<file path="config.mk">
export PLATFORM = sky130hd
export DESIGN_NAME = pec_isqrt
export DESIGN_NICKNAME = d
export VERILOG_FILES = /design/src/rtl/core/pec_pkg.sv /design/src/rtl/core/pec_isqrt.sv
export SDC_FILE = /design/constraint.sdc
export NUM_CORES = 2
export LEC_CHECK = 0
export BUFFER_PORTS_ARGS = -buffer_cell sky130_fd_sc_hd__buf_4
export CAP_MARGIN = 20
export CORE_MARGIN = 2
export CORE_UTILIZATION = 68
export DETAILED_ROUTE_END_ITERATION = 8
export GPL_TIMING_DRIVEN = 0
export PLACE_DENSITY = 0.9
export SYNTH_ARGS = -nofsm -noshare
export SYNTH_HDL_FRONTEND = slang
export SYNTH_MEMORY_MAX_BITS = 65536
export SYNTH_SLANG_ARGS = --single-unit
</file>
<file path="constraint.sdc">
create_clock -name clk -period 9.19 [get_ports clk]
set_input_delay 0.4595 -clock clk [delete_from_list [all_inputs] [get_ports clk]]
set_output_delay 0.4595 -clock clk [all_outputs]
set_load 0.05 [all_outputs]
</file>
<file path="src/rtl/core/pec_pkg.sv">
package pec_pkg;

  // Field widths.
  localparam int POS_W            = 27;
  localparam int YAW_W            = 19;
  localparam int INV_W            = 23;
  localparam int MIN_W            = 7;
  localparam int TIME_W           = 32;
  localparam int PEN_W            = 13;
  localparam int FEAT_PORT_W      = 64;
  localparam int FEATURE_BITS_DEF = 64;
  localparam int FRAC_W           = 16;

  // Distance datapath widths.
  localparam int SQ_W   = 2 * POS_W;
  localparam int RAD_W  = SQ_W + 2;
  localparam int ROOT_W = RAD_W / 2;
  localparam int REM_W  = ROOT_W + 2;
  localparam int PROD_W = ROOT_W + INV_W;
  localparam int PATH_W = PROD_W - FRAC_W;
  localparam int YT_W   = YAW_W + INV_W - FRAC_W;

  // Configuration port.
  localparam int ADDR_W = 4;
  localparam int DATA_W = 32;

  localparam logic [YAW_W-1:0] TWO_PI_Q16     = YAW_W'(411775);
  localparam logic [PEN_W-1:0] PEN_MAX        = PEN_W'(8191);
  localparam logic [INV_W-1:0] INV_SPEED_RST  = INV_W'(65536);
  localparam logic [INV_W-1:0] INV_YAW_RST    = INV_W'(65536);
  localparam logic [MIN_W-1:0] MIN_SHARED_RST = MIN_W'(10);

  typedef enum logic [1:0] {
    REG_INV_SPEED  = 2'd0,
    REG_INV_YAW    = 2'd1,
    REG_MIN_SHARED = 2'd2
  } reg_idx_t;

  // Values that ride alongside the square root pipeline.
  typedef struct packed {
    logic [YT_W-1:0]  t_yaw;
    logic             localizable;
    logic [PEN_W-1:0] penalty;
  } side_t;

  typedef struct packed {
    logic [TIME_W-1:0] travel_time;
    logic              localizable;
    logic [PEN_W-1:0]  penalty;
  } res_t;

endpackage

</file>
<file path="src/rtl/core/pec_isqrt.sv">
module pec_isqrt (
  input  logic                         clk,
  input  logic                         rst_n,
  input  logic                         en,
  input  logic                         in_vld,
  input  logic [pec_pkg::RAD_W-1:0]    in_rad,
  input  pec_pkg::side_t               in_side,
  output logic                         out_vld,
  output logic [pec_pkg::ROOT_W-1:0]   out_root,
  output pec_pkg::side_t               out_side
);

  // Digit-by-digit square root: each stage settles one root bit.
  localparam int N     = pec_pkg::ROOT_W;
  localparam int RAD_W = pec_pkg::RAD_W;
  localparam int REM_W = pec_pkg::REM_W;

  logic             vld_r  [1:N];
  logic [N-1:0]     root_r [1:N];
  pec_pkg::side_t   side_r [1:N];
  logic [REM_W-1:0] rem_r  [1:N-1];
  logic [RAD_W-1:0] x_r    [1:N-1];

  for (genvar i = 0; i < N; i++) begin : g_stage
    logic             vld_in;
    logic [REM_W-1:0] rem_in, rem_sh, trial, rem_nxt;
    logic [N-1:0]     root_in, root_nxt;
    logic [RAD_W-1:0] x_in;
    pec_pkg::side_t   side_in;
    logic             ge;

    if (i == 0) begin : g_first
      assign vld_in  = in_vld;
      assign rem_in  = '0;
      assign root_in = '0;
      assign x_in    = in_rad;
      assign side_in = in_side;
    end else begin : g_next
      assign vld_in  = vld_r[i];
      assign rem_in  = rem_r[i];
      assign root_in = root_r[i];
      assign x_in    = x_r[i];
      assign side_in = side_r[i];
    end

    always_comb begin
      rem_sh   = {rem_in[REM_W-3:0], x_in[RAD_W-1 -: 2]};
      trial    = {root_in, 2'b01};
      ge       = (rem_sh >= trial);
      rem_nxt  = ge ? (rem_sh - trial) : rem_sh;
      root_nxt = {root_in[N-2:0], ge};
    end

    always_ff @(posedge clk) begin
      if (!rst_n) begin
        vld_r[i+1] <= 1'b0;
      end else if (en) begin
        vld_r[i+1] <= vld_in;
      end
    end

    always_ff @(posedge clk) begin
      if (en) begin
        root_r[i+1] <= root_nxt;
        side_r[i+1] <= side_in;
      end
    end

    if (i < N - 1) begin : g_carry
      always_ff @(posedge clk) begin
        if (en) begin
          rem_r[i+1] <= rem_nxt;
          x_r[i+1]   <= {x_in[RAD_W-3:0], 2'b00};
        end
      end
    end
  end

  assign out_vld  = vld_r[N];
  assign out_root = root_r[N];
  assign out_side = side_r[N];

endmodule

</file>
### After elaboration in Yosys (flattened, before gate mapping)

Memory sizes are Yosys's and may differ from the RTL's.
Cells that the tools add are included.

| operators by class | value |
|---|---|
| reductions and logical operators | 0 |
| div/mod/pow operators | 0 |
| equal/unequal tests | 0 |
| muxes and demuxes | 60 |
| shift-type cells | 0 |
| add/subtract/negate cells | 27 |
| multipliers | 0 |
| bitwise operators | 28 |
| $lt $le $gt $ge | 28 |

Operator list:

| operator | number |
|---|---|
| $ge 30x30->1 | 27 |
| $mux 30 | 27 |
| $sub 30x30->30 | 26 |
| $mux 1 | 33 |
| $or 1x1->1 | 28 |
| $sub 2x1->3 const B | 1 |
| $ge 2x1->1 const B | 1 |

| word-level totals | value |
|---|---|
| bits in read-only memories | 0 |
| memories kept | 5 |
| input port bits | 100 |
| memory bits (writable) | 4200 |
| latch bits | 0 |
| output and inout bits | 69 |
| register bits | 0 |

Memories:

| name | depth | bits a word | read ports | clocked after Yosys merged registers in | wr ports | line | source |
|---|---|---|---|---|---|---|---|
| x_r | 27 | 54 | 27 | 0 | 27 | pec_isqrt.sv:22 | `logic [RAD_W-1:0] x_r [1:N-1];` |
| side_r | 28 | 40 | 28 | 0 | 28 | pec_isqrt.sv:20 | `pec_pkg::side_t side_r [1:N];` |
| rem_r | 27 | 30 | 27 | 0 | 27 | pec_isqrt.sv:21 | `logic [REM_W-1:0] rem_r [1:N-1];` |
| root_r | 28 | 28 | 28 | 0 | 28 | pec_isqrt.sv:19 | `logic [N-1:0] root_r [1:N];` |
| vld_r | 28 | 1 | 28 | 0 | 28 | pec_isqrt.sv:18 | `logic vld_r [1:N];` |

### Depth between registers and ports, before layout

| depth | value |
|---|---|
| word-level depth | 4 |
| mapped depth | 14 |

### Least setup slack after synthesis

Ideal clock, no wire load.

| timing | value |
|---|---|
| path type | flip-flop to flip-flop |
| start | register, netlist name rem_r[0][223] |
| end | register, netlist name rem_r[0][261] |
| path buffers | 2 |
| data arrival time | 3.138 ns |
| stages on the path, launching flop included | 12 |
| setup slack | 5.784 ns |
| cells stage by stage | edfxtp_1 or3_4 or3_4 or4_1 buf_2 nor4_2 a31oi_1 nor3b_1 or4b_1 buf_2 o41ai_1 o21ai_1 |

==> impl_results.md <==
- Status: finished with violations
- Violated checks: negative hold slack
- Power Density: 260 nW/um2
- Number of global-route vias before repair: 69.7k
- First-pass GRT wire length: ~410,000 um
- Netlist cell types: slightly above 80
- Share of layout cells above drive strength 1: 0.0862
- Cts bufs inserted: 309
- Layout Nets: between 8k and 9k
- Worst setup EP type: flop
- Fin cells: between 10k and 15k
- Initial antenna violation count: 6
- FF+latch area: between 90,000 and 100,000 um2
- Post-route DRC: 0
- Syn_area_per_cell: roughly 16 um2
- HP Class: in -> reg
- Most frequent cell after synthesis: edfxtp_1
- RSZ-0062 raised after global routing: false
- DP Cell Count: 10.3k
- Slew margin rel.: 0.151
- Setup tns final: 0 ns
- I/O Buffers: between 150 and 200
- Fin crit share: 0.531
- Post-synth top cells: edfxtp_1, inv_1, ha_1
- Slew Viols, Final: 0
- # clock sinks: ~3k
- CP cell instances: ha_1 -> nand2b_1 -> a21oi_1 -> a211oi_1 -> o21ba_2 -> a31o_2 -> a41o_1 -> a21oi_1 -> clkbuf_1 -> buf_1 -> a21oi_1
- Flops & latches, synth: just over 3k
- IR drop worst, VDD: about 0.23 mV
- Yosys warning count: 0
- Clock slew at reported path FFs: around 0.070 ns
- Max Cap Violations: 0
- Pleak: a little over 50 nW
- Cell mode on critical path: a21oi_1
- Die footprint: roughly 180,000 um2
- Routed Antenna Nets: 0
- Die Span X: around 430 um
- RePlAce Congestion: ~0.98
- Main area contributors after synthesis: edfxtp_1, ha_1, xnor2_1
- Worst-path cell with the longest stage delay: a21oi_1
- Final global-route overflow total: 0
- CP max FO: 10
- Ys async rst share: 0
- Max Clk Rate: ~200 MHz
- Drt first pass iters: 7
- Clk_skew: 0.0862 ns
- Clk_lat worst skew: around 0.98 ns
- Die span in y: 426 um
- Largest net degree at the start of global routing: around 210
- CP required: just under 10 ns
- Post-CTS sizing: 0
- Post-synth EDFFs: 3,029
- Critical path startpoint category: flop
- Post-CTS setup buffers: 0
- Slowest stage delay, CP: 0.87 ns
- Post-DP HPWL: 158,000 um
- Final setup viols: 0
- Mapped Nets: around 8.3k
- H-tree depth: 5
- Critical setup path kind: reg -> reg
- Tmin final: between 4 and 5 ns
- Vias: just under 70k
- Syn Inst Count: 7,789
- Clk buf depth: 4
- Post-Syn Area: roughly 120,000 um2
- Sequential cell area fraction in the yosys report: 0.749
- Hold Slack: -0.0291 ns
- # hold bufs at CTS: 99
- Core area: 178,000 um2
- Synth top area share: 0.749
- Clock root cell: clkbuf_16
- Most used DFF post-synth: edfxtp_1
- Synthesis-to-layout area growth: 12.5%
- Initial core utilization: 0.682
- Largest area contributor in the netlist: edfxtp_1
- GR Util All Layers: 0.297
- Multi-input gate area: 27,900 um2
- CTS tree: done
- Worst Max-Slew Pin Slew: about 1.3 ns
- Boundary Pins: between 150 and 200
- Total Routed Length: approximately 270,000 um
- Final hold vios: 5
- Arr. time, crit path: 5.51 ns
- Layout fillers: approximately 9.3k
- 1st-iter DRT viols: 8,451
- Wirelength per Cell: about 25 um
- Via-to-Cell Ratio: 6.26
- Number of core rows: between 150 and 200
-- layout make-up --
class                   instances  area share
multi-input cells            4102       0.205
inverters                     535      0.0147
flip-flops and latches       3029       0.666
plain buffers                 123     0.00341
clock buffers                 360      0.0590
repair buffers                286      0.0200
diodes                          2   0.0000366
clock inverters               170      0.0106
well taps                    2355      0.0216
-- path summary, 6_finish.rpt --
path	from	endpoint	slack [ns]	cells past startpoint
worst max-delay path	rem_r[1][270]	rem_r[1][310]	4.31	11
worst min-delay path	en	side_r[1][3]	-0.03	1
worst max register to register	rem_r[1][270]	rem_r[1][310]	4.31	11
worst min register to register	x_r[5][29]	x_r[6][31]	0.39	0
-- sequential cells by signal, indices dropped and copies added, names as in the netlist --
register / cells
root_r: 406
x_r: 756
rem_r: 719
side_r: 1120
vld_r: 28
-- routing by layer --
metal	share of wire	track usage	up-vias
li1	-	-	30500
met1	0.35	0.351	33200
met2	0.52	0.527	3817
met3	0.071	0.0550	1030
met4	0.052	0.141	4
met5	0.000089	0	-
-- worst max-delay path, delay by kind of cell, from the launching register on --
| family | cells | cell delay, ns |
|---|---|---|
| buffers and inverters | 2 | 1.19 |
| AND/OR/NAND/NOR | 1 | 0.11 |
| AO/OA/AOI/OAI | 7 | 2.44 |
| flip-flops | 1 | 0.39 |
| adder cells (fa/ha/maj) | 1 | 0.45 |
-- cell usage in the layout (no fill, tap or decap), types with 99 or more instances in the layout --
| cell type | netlist | final |
|---|---|---|
| xor2_1 | 297 | 297 |
| nor3_1 | 143 | 143 |
| a21oi_1 | 432 | 432 |
| inv_1 | 534 | 534 |
| o21ai_0 | 334 | 334 |
| nand2_1 | 420 | 420 |
| xnor2_1 | 298 | 298 |
| ha_1 | 436 | 436 |
| dlygate4sd3_1 | 0 | 99 |
| clkbuf_16 | 0 | 315 |
| edfxtp_1 | 3029 | 3029 |
| nor2_1 | 433 | 433 |
| nand3_1 | 113 | 113 |
| a21o_1 | 151 | 151 |
| buf_4 | 0 | 167 |
| clkbuf_1 | 113 | 158 |
-- power by group --
part           internal [mW]  switching (mW)
clock network           6.95            5.21
logic                   2.12            3.30
registers               17.0           0.895
total                   26.1            9.41
-- kinds of logic after synthesis --
group	share of synthesized area
AO/OA/AOI/OAI	0.0670
XOR/XNOR	0.0429
adder cells (fa/ha/maj)	0.0449
buffers and inverters	0.0204
flip-flops	0.749
multiplexers	0.00755
other	0.0000309
AND/OR/NAND/NOR	0.0678
-- per-stage QoR --
stage               total power, mW   util  setup slack [ns]  instance area (um2)  hold WS (ns)
CTS                            35.4  0.768              4.36               137000        0.0180
global route                   36.7  0.768              4.13               137000        0.0258
floorplan                      21.3      -              5.78               121000         0.400
detailed placement             23.2  0.709              4.42               126000         0.405
global placement               23.6  0.706            -17.77               126000         0.400
finish                         35.5  0.768              4.31               137000       -0.0291
(Power assumes the default switching activity.)
